## src/sv/gmma_pkg.sv

```systemverilog
// Shared types, constants and the control program of the gaze mapping block.
package gmma_pkg;

    // Fixed field widths.
    localparam int PIX_W     = 12;
    localparam int CAL_W     = 12;
    localparam int SCR_W     = 13;
    localparam int OUT_W     = 21;
    localparam int CFG_W     = 13;
    localparam int CFG_IDX_W = 3;

    // Configuration register indexes.
    localparam logic [CFG_IDX_W-1:0] REG_CAL_LEFT      = 3'd0;
    localparam logic [CFG_IDX_W-1:0] REG_CAL_TOP       = 3'd1;
    localparam logic [CFG_IDX_W-1:0] REG_CAL_RIGHT     = 3'd2;
    localparam logic [CFG_IDX_W-1:0] REG_CAL_BOTTOM    = 3'd3;
    localparam logic [CFG_IDX_W-1:0] REG_SCREEN_WIDTH  = 3'd4;
    localparam logic [CFG_IDX_W-1:0] REG_SCREEN_HEIGHT = 3'd5;

    // Register values after reset.
    localparam logic [CAL_W-1:0] RST_CAL_LEFT      = 12'd0;
    localparam logic [CAL_W-1:0] RST_CAL_TOP       = 12'd0;
    localparam logic [CAL_W-1:0] RST_CAL_RIGHT     = 12'd639;
    localparam logic [CAL_W-1:0] RST_CAL_BOTTOM    = 12'd479;
    localparam logic [SCR_W-1:0] RST_SCREEN_WIDTH  = 13'd1920;
    localparam logic [SCR_W-1:0] RST_SCREEN_HEIGHT = 13'd1080;

    // Microprogram step address.
    localparam int STEP_W = 4;
    typedef logic [STEP_W-1:0] t_step;

    // Datapath operations.
    typedef logic [3:0] t_op;
    localparam t_op OP_NOP     = 4'd0;
    localparam t_op OP_DIFF    = 4'd1;
    localparam t_op OP_MUL     = 4'd2;
    localparam t_op OP_DIV_MAP = 4'd3;
    localparam t_op OP_RES     = 4'd4;
    localparam t_op OP_RD      = 4'd5;
    localparam t_op OP_ACC     = 4'd6;
    localparam t_op OP_DIV_AVG = 4'd7;
    localparam t_op OP_ZERO    = 4'd8;
    localparam t_op OP_OUT     = 4'd9;

    // Jump conditions.
    typedef logic [2:0] t_cond;
    localparam t_cond COND_NEVER    = 3'd0;
    localparam t_cond COND_ALWAYS   = 3'd1;
    localparam t_cond COND_NO_IN    = 3'd2;
    localparam t_cond COND_ERR      = 3'd3;
    localparam t_cond COND_BUSY     = 3'd4;
    localparam t_cond COND_PASS     = 3'd5;
    localparam t_cond COND_OUT_FULL = 3'd6;

    // Step addresses of the program.
    localparam t_step S_IDLE     = 4'd0;
    localparam t_step S_DIFF     = 4'd1;
    localparam t_step S_MUL      = 4'd2;
    localparam t_step S_DIV_MAP  = 4'd3;
    localparam t_step S_WAIT_MAP = 4'd4;
    localparam t_step S_RES_MAP  = 4'd5;
    localparam t_step S_RD       = 4'd6;
    localparam t_step S_ACC      = 4'd7;
    localparam t_step S_DIV_AVG  = 4'd8;
    localparam t_step S_WAIT_AVG = 4'd9;
    localparam t_step S_RES_AVG  = 4'd10;
    localparam t_step S_OUT_WAIT = 4'd11;
    localparam t_step S_OUT      = 4'd12;
    localparam t_step S_ERR      = 4'd13;

    // One control word per step.
    typedef struct packed {
        logic  take;
        t_op   op;
        t_cond cond;
        t_step target;
    } t_uword;

    // Status that the datapath hands to the sequencer.
    typedef struct packed {
        logic no_in;
        logic err;
        logic busy;
        logic pass;
        logic out_full;
    } t_flags;

    // The control program.
    function automatic t_uword f_urom(input t_step step);
        t_uword w;
        w = '{take: 1'b0, op: OP_NOP, cond: COND_ALWAYS, target: S_IDLE};
        case (step)
            S_IDLE:     w = '{take: 1'b1, op: OP_NOP, cond: COND_NO_IN, target: S_IDLE};
            S_DIFF:     w = '{take: 1'b0, op: OP_DIFF, cond: COND_ERR, target: S_ERR};
            S_MUL:      w = '{take: 1'b0, op: OP_MUL, cond: COND_NEVER, target: S_IDLE};
            S_DIV_MAP:  w = '{take: 1'b0, op: OP_DIV_MAP, cond: COND_NEVER, target: S_IDLE};
            S_WAIT_MAP: w = '{take: 1'b0, op: OP_NOP, cond: COND_BUSY, target: S_WAIT_MAP};
            S_RES_MAP:  w = '{take: 1'b0, op: OP_RES, cond: COND_PASS, target: S_OUT_WAIT};
            S_RD:       w = '{take: 1'b0, op: OP_RD, cond: COND_NEVER, target: S_IDLE};
            S_ACC:      w = '{take: 1'b0, op: OP_ACC, cond: COND_NEVER, target: S_IDLE};
            S_DIV_AVG:  w = '{take: 1'b0, op: OP_DIV_AVG, cond: COND_NEVER, target: S_IDLE};
            S_WAIT_AVG: w = '{take: 1'b0, op: OP_NOP, cond: COND_BUSY, target: S_WAIT_AVG};
            S_RES_AVG:  w = '{take: 1'b0, op: OP_RES, cond: COND_NEVER, target: S_IDLE};
            S_OUT_WAIT: w = '{take: 1'b0, op: OP_NOP, cond: COND_OUT_FULL, target: S_OUT_WAIT};
            S_OUT:      w = '{take: 1'b0, op: OP_OUT, cond: COND_ALWAYS, target: S_IDLE};
            S_ERR:      w = '{take: 1'b0, op: OP_ZERO, cond: COND_ALWAYS, target: S_OUT_WAIT};
            default:    w = '{take: 1'b0, op: OP_NOP, cond: COND_ALWAYS, target: S_IDLE};
        endcase
        return w;
    endfunction

endpackage

```

## src/sv/gaze_map_moving_average.sv

```systemverilog
// Gaze mapping with moving average: top level with datapath and history store.
//
// Input channel (i_in_valid / o_in_stall): one beat carries the left and right
// pupil positions and the pass_through flag. Output channel (o_out_valid /
// i_out_stall): one beat per input beat with gaze_x, gaze_y and calib_error.
// Configuration registers are written through i_cfg_we / i_cfg_idx /
// i_cfg_data while the block is idle; the user is bound to this, the block
// does not enforce it. One item is worked on at a time by a microprogrammed
// datapath. Two restoring dividers (x and y side by side) produce one
// quotient bit per cycle over QW = 31 bits at default parameters; they set
// the latency. With pass_through set the result comes from one division;
// otherwise the average costs a second division. A zero span skips both
// divisions. The next input beat is taken in the cycle after the result has
// been placed in the output register.
// Reset clears the history fill count, write slot, running sums and the
// output valid flag, and restores the configuration defaults.
// A stalled result waits in the output register; the datapath finishes the
// following item and then holds it until the output register is free.
module gaze_map_moving_average #(
    parameter int WINDOW     = 10,
    parameter int PUPIL_BITS = 12,
    parameter int FRAC_BITS  = 4
) (
    input  logic                                i_clk,
    input  logic                                i_rst_n,
    input  logic                                i_cfg_we,
    input  logic [gmma_pkg::CFG_IDX_W-1:0]      i_cfg_idx,
    input  logic [gmma_pkg::CFG_W-1:0]          i_cfg_data,
    input  logic                                i_in_valid,
    output logic                                o_in_stall,
    input  logic [gmma_pkg::PIX_W-1:0]          i_left_x,
    input  logic [gmma_pkg::PIX_W-1:0]          i_left_y,
    input  logic [gmma_pkg::PIX_W-1:0]          i_right_x,
    input  logic [gmma_pkg::PIX_W-1:0]          i_right_y,
    input  logic                                i_pass_through,
    output logic                                o_out_valid,
    input  logic                                i_out_stall,
    output logic signed [gmma_pkg::OUT_W-1:0]   o_gaze_x,
    output logic signed [gmma_pkg::OUT_W-1:0]   o_gaze_y,
    output logic                                o_calib_error
);
    import gmma_pkg::*;

    localparam int PW   = (PUPIL_BITS < PIX_W) ? PUPIL_BITS : PIX_W;
    localparam int DFW  = ((PW + 1 > CAL_W + 1) ? PW + 1 : CAL_W + 1) + 1;
    localparam int PRW  = DFW + SCR_W;
    localparam int NW   = PRW + FRAC_BITS;
    localparam int SLW  = (WINDOW > 1) ? $clog2(WINDOW) : 1;
    localparam int FCW  = $clog2(WINDOW + 1);
    localparam int SUMW = OUT_W + $clog2(WINDOW);
    localparam int QW   = (NW > SUMW) ? NW : SUMW;
    localparam int DVW  = (CAL_W + 1 > FCW) ? CAL_W + 1 : FCW;

    localparam logic [QW-1:0] LIM_NEG = QW'(1) << (OUT_W - 1);
    localparam logic [QW-1:0] LIM_POS = LIM_NEG - QW'(1);
    localparam logic signed [OUT_W-1:0] OUT_MAX = {1'b0, {(OUT_W-1){1'b1}}};
    localparam logic signed [OUT_W-1:0] OUT_MIN = {1'b1, {(OUT_W-1){1'b0}}};

    // Signed, saturated result from a quotient magnitude.
    function automatic logic signed [OUT_W-1:0] f_sat(input logic [QW-1:0] q,
                                                      input logic neg);
        logic signed [OUT_W-1:0] r;
        if (neg) begin
            r = (q > LIM_NEG) ? OUT_MIN : -$signed(q[OUT_W-1:0]);
        end else begin
            r = (q > LIM_POS) ? OUT_MAX : $signed(q[OUT_W-1:0]);
        end
        return r;
    endfunction

    // Configuration registers.
    logic [CAL_W-1:0] r_cal_left, r_cal_top, r_cal_right, r_cal_bottom;
    logic [SCR_W-1:0] r_scr_w, r_scr_h;

    // Sequencer interface.
    t_uword w_uword;
    t_flags w_flags;
    logic   w_accept;

    // Item registers.
    logic [PW-1:0]           r_lx, r_ly, r_rx, r_ry;
    logic                    r_pass;
    logic                    r_err;
    logic signed [DFW-1:0]   r_dx, r_dy;
    logic [CAL_W-1:0]        r_spx, r_spy;
    logic [PRW-1:0]          r_px, r_py;
    logic                    r_negx, r_negy;
    logic signed [OUT_W-1:0] r_gx, r_gy;
    logic signed [OUT_W-1:0] r_oldx, r_oldy;

    // History state.
    logic signed [OUT_W-1:0] r_hist_x [WINDOW];
    logic signed [OUT_W-1:0] r_hist_y [WINDOW];
    logic [FCW-1:0]          r_fill;
    logic [SLW-1:0]          r_slot;
    logic signed [SUMW-1:0]  r_sumx, r_sumy;

    // Output register.
    logic                    r_ovalid;
    logic signed [OUT_W-1:0] r_ox, r_oy;
    logic                    r_oerr;

    // Combinational datapath signals.
    logic                    w_err;
    logic [PW:0]             w_tx, w_ty;
    logic signed [DFW-1:0]   w_dx, w_dy;
    logic [CAL_W-1:0]        w_spx, w_spy;
    logic [DFW-1:0]          w_mx, w_my;
    logic [SUMW-1:0]         w_sax, w_say;
    logic                    w_full;
    logic signed [SUMW-1:0]  w_subx, w_suby;
    logic                    w_div_start;
    logic                    w_avg;
    logic [QW-1:0]           w_numx, w_numy;
    logic [DVW-1:0]          w_denx, w_deny;
    logic                    w_busyx, w_busyy;
    logic [QW-1:0]           w_qx, w_qy;

    // Configuration writes.
    always_ff @(posedge i_clk) begin
        if (!i_rst_n) begin
            r_cal_left   <= RST_CAL_LEFT;
            r_cal_top    <= RST_CAL_TOP;
            r_cal_right  <= RST_CAL_RIGHT;
            r_cal_bottom <= RST_CAL_BOTTOM;
            r_scr_w      <= RST_SCREEN_WIDTH;
            r_scr_h      <= RST_SCREEN_HEIGHT;
        end else if (i_cfg_we) begin
            case (i_cfg_idx)
                REG_CAL_LEFT:      r_cal_left   <= i_cfg_data[CAL_W-1:0];
                REG_CAL_TOP:       r_cal_top    <= i_cfg_data[CAL_W-1:0];
                REG_CAL_RIGHT:     r_cal_right  <= i_cfg_data[CAL_W-1:0];
                REG_CAL_BOTTOM:    r_cal_bottom <= i_cfg_data[CAL_W-1:0];
                REG_SCREEN_WIDTH:  r_scr_w      <= i_cfg_data[SCR_W-1:0];
                REG_SCREEN_HEIGHT: r_scr_h      <= i_cfg_data[SCR_W-1:0];
                default: ;
            endcase
        end
    end

    // Sequencer.
    gmma_seq u_seq (
        .i_clk   (i_clk),
        .i_rst_n (i_rst_n),
        .i_flags (w_flags),
        .o_uword (w_uword)
    );

    assign o_in_stall = !w_uword.take;
    assign w_accept   = i_in_valid && w_uword.take;

    always_comb begin
        w_flags.no_in    = !i_in_valid;
        w_flags.err      = w_err;
        w_flags.busy     = w_busyx || w_busyy;
        w_flags.pass     = r_pass;
        w_flags.out_full = r_ovalid && i_out_stall;
    end

    // Offsets from the top-left corner, spans and the zero-span check.
    always_comb begin
        w_err = (r_cal_left == r_cal_right) || (r_cal_top == r_cal_bottom);
        w_tx  = {1'b0, r_lx} + {1'b0, r_rx};
        w_ty  = {1'b0, r_ly} + {1'b0, r_ry};
        w_dx  = $signed(DFW'(w_tx)) - $signed(DFW'({r_cal_left, 1'b0}));
        w_dy  = $signed(DFW'(w_ty)) - $signed(DFW'({r_cal_top, 1'b0}));
        w_spx = (r_cal_right >= r_cal_left) ? r_cal_right - r_cal_left
                                            : r_cal_left - r_cal_right;
        w_spy = (r_cal_bottom >= r_cal_top) ? r_cal_bottom - r_cal_top
                                            : r_cal_top - r_cal_bottom;
        w_mx  = r_dx[DFW-1] ? $unsigned(-r_dx) : $unsigned(r_dx);
        w_my  = r_dy[DFW-1] ? $unsigned(-r_dy) : $unsigned(r_dy);
    end

    // Running-sum update terms.
    always_comb begin
        w_full = (r_fill == FCW'(WINDOW));
        w_subx = w_full ? SUMW'(r_oldx) : '0;
        w_suby = w_full ? SUMW'(r_oldy) : '0;
        w_sax  = r_sumx[SUMW-1] ? $unsigned(-r_sumx) : $unsigned(r_sumx);
        w_say  = r_sumy[SUMW-1] ? $unsigned(-r_sumy) : $unsigned(r_sumy);
    end

    // Divider operands: mapping ratio or running-sum mean.
    always_comb begin
        w_avg       = (w_uword.op == OP_DIV_AVG);
        w_div_start = (w_uword.op == OP_DIV_MAP) || w_avg;
        w_numx      = w_avg ? QW'(w_sax) : (QW'(r_px) << FRAC_BITS);
        w_numy      = w_avg ? QW'(w_say) : (QW'(r_py) << FRAC_BITS);
        w_denx      = w_avg ? DVW'(r_fill) : DVW'({r_spx, 1'b0});
        w_deny      = w_avg ? DVW'(r_fill) : DVW'({r_spy, 1'b0});
    end

    gmma_div #(.NUM_W(QW), .DEN_W(DVW)) u_div_x (
        .i_clk   (i_clk),
        .i_rst_n (i_rst_n),
        .i_start (w_div_start),
        .i_num   (w_numx),
        .i_den   (w_denx),
        .o_busy  (w_busyx),
        .o_quo   (w_qx)
    );

    gmma_div #(.NUM_W(QW), .DEN_W(DVW)) u_div_y (
        .i_clk   (i_clk),
        .i_rst_n (i_rst_n),
        .i_start (w_div_start),
        .i_num   (w_numy),
        .i_den   (w_deny),
        .o_busy  (w_busyy),
        .o_quo   (w_qy)
    );

    // Item datapath registers, driven by the current control word.
    always_ff @(posedge i_clk) begin
        if (w_accept) begin
            r_lx   <= i_left_x[PW-1:0];
            r_ly   <= i_left_y[PW-1:0];
            r_rx   <= i_right_x[PW-1:0];
            r_ry   <= i_right_y[PW-1:0];
            r_pass <= i_pass_through;
        end
        case (w_uword.op)
            OP_DIFF: begin
                r_dx  <= w_dx;
                r_dy  <= w_dy;
                r_spx <= w_spx;
                r_spy <= w_spy;
                r_err <= w_err;
            end
            OP_MUL: begin
                r_px   <= PRW'(w_mx) * PRW'(r_scr_w);
                r_py   <= PRW'(w_my) * PRW'(r_scr_h);
                r_negx <= r_dx[DFW-1];
                r_negy <= r_dy[DFW-1];
            end
            OP_DIV_AVG: begin
                r_negx <= r_sumx[SUMW-1];
                r_negy <= r_sumy[SUMW-1];
            end
            OP_RES: begin
                r_gx <= f_sat(w_qx, r_negx);
                r_gy <= f_sat(w_qy, r_negy);
            end
            OP_ZERO: begin
                r_gx <= '0;
                r_gy <= '0;
            end
            default: ;
        endcase
    end

    // History store: read the evicted entry, then overwrite it.
    always_ff @(posedge i_clk) begin
        if (w_uword.op == OP_RD) begin
            r_oldx <= r_hist_x[r_slot];
            r_oldy <= r_hist_y[r_slot];
        end
        if (w_uword.op == OP_ACC) begin
            r_hist_x[r_slot] <= r_gx;
            r_hist_y[r_slot] <= r_gy;
        end
    end

    // Fill count, write slot and running sums.
    always_ff @(posedge i_clk) begin
        if (!i_rst_n) begin
            r_fill <= '0;
            r_slot <= '0;
            r_sumx <= '0;
            r_sumy <= '0;
        end else if (w_uword.op == OP_ACC) begin
            r_sumx <= r_sumx - w_subx + SUMW'(r_gx);
            r_sumy <= r_sumy - w_suby + SUMW'(r_gy);
            if (!w_full) begin
                r_fill <= r_fill + 1'b1;
            end
            r_slot <= (r_slot == SLW'(WINDOW - 1)) ? '0 : r_slot + 1'b1;
        end
    end

    // Output register.
    always_ff @(posedge i_clk) begin
        if (!i_rst_n) begin
            r_ovalid <= 1'b0;
        end else if (w_uword.op == OP_OUT) begin
            r_ovalid <= 1'b1;
        end else if (!i_out_stall) begin
            r_ovalid <= 1'b0;
        end
    end

    always_ff @(posedge i_clk) begin
        if (w_uword.op == OP_OUT) begin
            r_ox   <= r_gx;
            r_oy   <= r_gy;
            r_oerr <= r_err;
        end
    end

    assign o_out_valid   = r_ovalid;
    assign o_gaze_x      = r_ox;
    assign o_gaze_y      = r_oy;
    assign o_calib_error = r_oerr;

endmodule

```

## src/sv/gmma_div.sv

```systemverilog
// Restoring unsigned divider that produces one quotient bit per cycle.
module gmma_div #(
    parameter int NUM_W = 31,
    parameter int DEN_W = 13
) (
    input  logic             i_clk,
    input  logic             i_rst_n,
    input  logic             i_start,
    input  logic [NUM_W-1:0] i_num,
    input  logic [DEN_W-1:0] i_den,
    output logic             o_busy,
    output logic [NUM_W-1:0] o_quo
);
    localparam int CNT_W = $clog2(NUM_W + 1);

    logic [DEN_W-1:0] r_rem;
    logic [NUM_W-1:0] r_quo;
    logic [DEN_W-1:0] r_den;
    logic [CNT_W-1:0] r_cnt;
    logic             r_busy;

    logic [DEN_W:0]   w_trial;
    logic [DEN_W:0]   w_diff;
    logic             w_ge;

    // Shift in the next dividend bit and try to subtract the divisor.
    always_comb begin
        w_trial = {r_rem, r_quo[NUM_W-1]};
        w_diff  = w_trial - {1'b0, r_den};
        w_ge    = !w_diff[DEN_W];
    end

    // Control: count the iterations of one division.
    always_ff @(posedge i_clk) begin
        if (!i_rst_n) begin
            r_busy <= 1'b0;
            r_cnt  <= '0;
        end else if (i_start) begin
            r_busy <= 1'b1;
            r_cnt  <= CNT_W'(NUM_W);
        end else if (r_busy) begin
            r_cnt <= r_cnt - 1'b1;
            if (r_cnt == CNT_W'(1)) begin
                r_busy <= 1'b0;
            end
        end
    end

    // Partial remainder and quotient.
    always_ff @(posedge i_clk) begin
        if (i_start) begin
            r_rem <= '0;
            r_quo <= i_num;
            r_den <= i_den;
        end else if (r_busy) begin
            r_rem <= w_ge ? w_diff[DEN_W-1:0] : w_trial[DEN_W-1:0];
            r_quo <= {r_quo[NUM_W-2:0], w_ge};
        end
    end

    assign o_busy = r_busy;
    assign o_quo  = r_quo;

endmodule

```

## src/sv/gmma_seq.sv

```systemverilog
// Microprogram sequencer: step counter, control store and conditional jumps.
module gmma_seq (
    input  logic            i_clk,
    input  logic            i_rst_n,
    input  gmma_pkg::t_flags i_flags,
    output gmma_pkg::t_uword o_uword
);
    import gmma_pkg::*;

    t_step  r_step;
    t_step  n_step;
    t_uword w_uword;
    logic   w_jump;

    // Fetch the control word of the current step.
    assign w_uword = f_urom(r_step);

    // Evaluate the jump condition.
    always_comb begin
        case (w_uword.cond)
            COND_NEVER:    w_jump = 1'b0;
            COND_ALWAYS:   w_jump = 1'b1;
            COND_NO_IN:    w_jump = i_flags.no_in;
            COND_ERR:      w_jump = i_flags.err;
            COND_BUSY:     w_jump = i_flags.busy;
            COND_PASS:     w_jump = i_flags.pass;
            COND_OUT_FULL: w_jump = i_flags.out_full;
            default:       w_jump = 1'b1;
        endcase
        n_step = w_jump ? w_uword.target : r_step + 1'b1;
    end

    always_ff @(posedge i_clk) begin
        if (!i_rst_n) begin
            r_step <= S_IDLE;
        end else begin
            r_step <= n_step;
        end
    end

    assign o_uword = w_uword;

endmodule

```

## config.mk

```make
export PLATFORM = sky130hd
export DESIGN_NAME = gaze_map_moving_average
export DESIGN_NICKNAME = d
export VERILOG_FILES = /design/src/sv/gmma_pkg.sv /design/src/sv/gaze_map_moving_average.sv /design/src/sv/gmma_div.sv /design/src/sv/gmma_seq.sv
export SDC_FILE = /design/constraint.sdc
export NUM_CORES = 2
export LEC_CHECK = 0
export ABC_AREA = 1
export BUFFER_PORTS_ARGS = -buffer_cell sky130_fd_sc_hd__buf_2
export CAP_MARGIN = 20
export CORE_UTILIZATION = 65
export DETAILED_ROUTE_END_ITERATION = 16
export PLACE_DENSITY_LB_ADDON = 0.05
export RECOVER_POWER = 100
export SETUP_SLACK_MARGIN = 0.2
export SYNTH_ARGS = -nofsm -noshare
export SYNTH_HDL_FRONTEND = slang
export SYNTH_SLANG_ARGS = --single-unit
```

## constraint.sdc

```tcl
create_clock -name i_clk -period 13.21 [get_ports i_clk]
set_input_delay 0.6605 -clock i_clk [delete_from_list [all_inputs] [get_ports i_clk]]
set_output_delay 0.6605 -clock i_clk [all_outputs]
set_load 0.01 [all_outputs]
```

==> metrics <==
outcome=complete, but fails checks; violations in the final reports=capacitance limit, slew limit; chain of cells forming the critical path=clkbuf_1, inv_4, nor2_1, nand2_1, nor2_4, clkbuf_1; Post-Synth XOR/XNOR Area=2.39%; largest net degree at the start of global routing=90; CTS tree=yes; kind of critical path=reg -> reg; count of unique library cells instantiated by Yosys=61; launch point of the worst reg-to-reg path=r_slot[0]; Post-synth EDFFs=792; # clock sinks=978; DRC violations left=0; worst-case headroom to the max-slew limit=-208%; setup violation total in the final timing report=0; setup slack on the worst flop-to-flop path=3.30 ns; max frequency=101 MHz; wire length of the first global-routing pass=261000 um; Startpoint Class=register; via count of the first global-routing pass=46637; die area=96100 um^2; post-CTS resize count=0; hold wc startpoint=i_left_y[2]; clock root buffer=sky130_fd_sc_hd__clkbuf_16; per-cell via count in the routed design=5.86; critical path's slowest cell=sky130_fd_sc_hd__nor2_1; total number of yosys warnings=0; worst endpoint data arrival time=10.14 ns; Post-Route Utilization=71.0%; dominant cell type by area after synthesis=sky130_fd_sc_hd__edfxtp_1; CP delay by family, top=buffers and inverters; critical path endpoint category=register; Final Hold Vio Count=0; setup slack at placement=6.53 ns; highest fanout seen on the critical path=67; setup fix buffers added after clock tree synthesis=0; Initial Utilization=65.9%; RePlAce Congestion=1.01; Clk pin slew, worst setup/hold paths=0.06 ns; predominant post-synthesis flop cell=sky130_fd_sc_hd__edfxtp_1; cell area after synthesis=61700 um^2; number of hold buffers added after cts=0; commonest cells after routing, fill and taps aside=sky130_fd_sc_hd__inv_1, sky130_fd_sc_hd__nand2_1, sky130_fd_sc_hd__edfxtp_1; setup clock skew after layout=0.0270 ns; Die Span Y=310 um; setup_tns=0 ns; worst hold path type=in -> reg; compound-gate portion of the synthesized area=9.35%; destination of the worst register-to-register timing path=r_hist_x[5][15]; DRT iter0 DRCs=4704; number of diodes added for antenna fixing=0; total routing usage reported by global routing=35.7%; post-synthesis mux area share=0.0324%; final period demand of the worst path=9.91 ns; depth of the CTS H-tree=3; proportion of register bits with asynchronous set or reset after synthesis=0%; First-pass DRT Iterations=6; antenna-violating nets left=0; post-layout worst setup margin=3.30 ns; worst hold stages=1; path depth of the worst reg2reg path=6; number of cell rows=112; end point of the most critical hold path=r_ly[2]; proportion of layout cells with a drive suffix above 1=4.51%; count of buffers inserted at the top-level ports=114; most area-consuming cells after synthesis=sky130_fd_sc_hd__edfxtp_1, sky130_fd_sc_hd__fa_1, sky130_fd_sc_hd__inv_1, sky130_fd_sc_hd__nand2_1, sky130_fd_sc_hd__ha_1; sequential fraction of the synthesis area=44.6%; DR WL/cell=20.9 um; number of nets produced by synthesis=7488; slew of the pin with the lowest slew margin=4.61 ns; antenna violations before repair=3; GRT Residual Overflow=0; most used cell, CP=sky130_fd_sc_hd__clkbuf_1; Finished Cell Area=66500 um^2; setup repair after global routing missed its margin=no; DPL Wire Length=123000 um; largest family of logic cells by synthesized area=simple AND/OR/NAND/NOR gates; mean instance size in the synthesized netlist=9.11 um^2; post-place instance area=63400 um^2; Cells after Synth=6769; share of synthesized cell area in and, or, nand and nor gates=17.5%; Die Width=310 um; total CTS buffers=100; number of primary I/O pins=115; max_cap viols=33; synthesized flop and latch total=978; part of the cycle the worst path needs=75.0%; Via Count=47833; core area=93600 um^2; leading cell type in the layout, fill and taps excluded=sky130_fd_sc_hd__inv_1; Crit path required time=13.44 ns; Post-Synth Adder-Cell Area=17.3%; post-layout net count=7546; highest cell delay on the worst timing path=2.70 ns; later-pin clock latency in the skew report=0.71 ns; area share of the largest cell type after synthesis=38.5%; count of pins over their slew limit=1275; area delta synth->final=7.73%; Critical path buffers and inverters=3; worst-case clock buffer depth=3; total wire length after detailed routing=170000 um; fill cell count=7296
[routing by layer]
layer	vias up	GRT usage, %	wire length (um)
li1	22277	-	-
met1	22752	45.8	66700
met2	2342	59.1	79900
met3	462	5.30	14300
met4	0	18.3	9470
met5	-	0	0
[cell families (layout without fill, tap and decap cells)]
group | count (synthesis) | count (layout)
flip-flops | 978 | 978
buffers and inverters | 1431 | 1577
AO/OA/AOI/OAI | 1015 | 1015
multiplexers | 2 | 2
adder cells (fa/ha/maj) | 649 | 649
AND/OR/NAND/NOR | 2526 | 2526
XOR/XNOR | 168 | 168
[flip-flops by register name, summed over array words and instances, names as in the netlist, 13 cells and up]
| register | cells |
|---|---|
| o_gaze_y | 21 |
| u_div_y.o_quo | 31 |
| o_gaze_x | 21 |
| u_div_y.r_rem | 13 |
| r_scr_h | 13 |
| r_dy | 14 |
| r_sumx | 25 |
| u_div_x.r_rem | 13 |
| r_px | 27 |
| r_py | 27 |
| r_scr_w | 13 |
| r_sumy | 25 |
| r_hist_y | 210 |
| r_gy | 21 |
| u_div_x.o_quo | 31 |
| r_hist_x | 210 |
| u_div_y.r_den | 13 |
| r_oldx | 21 |
| r_gx | 21 |
| r_oldy | 21 |
| r_dx | 14 |
[cell usage after synthesis (6+ instances only)]
cell type and count:
sky130_fd_sc_hd__inv_1 1207, sky130_fd_sc_hd__nand2_1 1150, sky130_fd_sc_hd__edfxtp_1 792, sky130_fd_sc_hd__nor2_1 698
sky130_fd_sc_hd__a21oi_1 368, sky130_fd_sc_hd__nand3_1 362, sky130_fd_sc_hd__fa_1 340, sky130_fd_sc_hd__o21ai_0 317
sky130_fd_sc_hd__ha_1 309, sky130_fd_sc_hd__dfxtp_1 186, sky130_fd_sc_hd__clkbuf_1 127, sky130_fd_sc_hd__xor2_1 116
sky130_fd_sc_hd__nor3_1 102, sky130_fd_sc_hd__a31oi_1 101, sky130_fd_sc_hd__a22oi_1 86, sky130_fd_sc_hd__nand4_1 63
sky130_fd_sc_hd__xnor2_1 52, sky130_fd_sc_hd__buf_2 42, sky130_fd_sc_hd__or3_1 42, sky130_fd_sc_hd__o211ai_1 38
sky130_fd_sc_hd__nand2_2 21, sky130_fd_sc_hd__buf_1 19, sky130_fd_sc_hd__inv_2 18, sky130_fd_sc_hd__nand3b_1 18
sky130_fd_sc_hd__o21bai_1 18, sky130_fd_sc_hd__a21o_1 16, sky130_fd_sc_hd__o22ai_1 15, sky130_fd_sc_hd__nor2_2 14
sky130_fd_sc_hd__o21ai_1 13, sky130_fd_sc_hd__nor4_1 11, sky130_fd_sc_hd__or2_2 10, sky130_fd_sc_hd__buf_4 9
sky130_fd_sc_hd__and2_1 8, sky130_fd_sc_hd__nor3_2 7, sky130_fd_sc_hd__o21a_1 7, sky130_fd_sc_hd__o221ai_1 6
[area by class of cell]
class / count / area [um^2] / area share [%]
repair buffers: 158 / 727 / 1.09
inverters: 1229 / 4620 / 6.94
multi-input cells: 4360 / 28700 / 43.1
well taps: 1254 / 1570 / 2.36
clock buffers: 141 / 2810 / 4.23
clock inverters: 49 / 569 / 0.857
flip-flops and latches: 978 / 27500 / 41.4
[per-stage QoR]
stage / instances / hold slack, ns
global placement: 7976 / 0.406
detailed placement: 7977 / 0.440
global route: 8169 / 0.124
finish: 8169 / 0.138
CTS: 8167 / 0.104
floorplan: 6769 / 0.400
[how the worst max path moves through the flow]
stage / startpoint / depth (start not counted) / endpoint / slack [ns]
3_5_place_dp: r_dx[13] / 20 / r_px[21] / 6.53
3_3_place_gp: r_dx[13] / 20 / r_px[21] / 6.64
6_report: r_slot[0] / 6 / r_hist_x[5][15] / 3.30
5_1_grt: r_slot[0] / 6 / r_hist_x[5][15] / 3.04
2_1_floorplan: r_dx[0] / 22 / r_px[21] / 7.29
4_1_cts: r_dx[13] / 20 / r_px[21] / 6.54
Power is left out: the tool's default activity adds up to more than one toggle a clock period on the data nets, which glitch-free logic cannot reach.
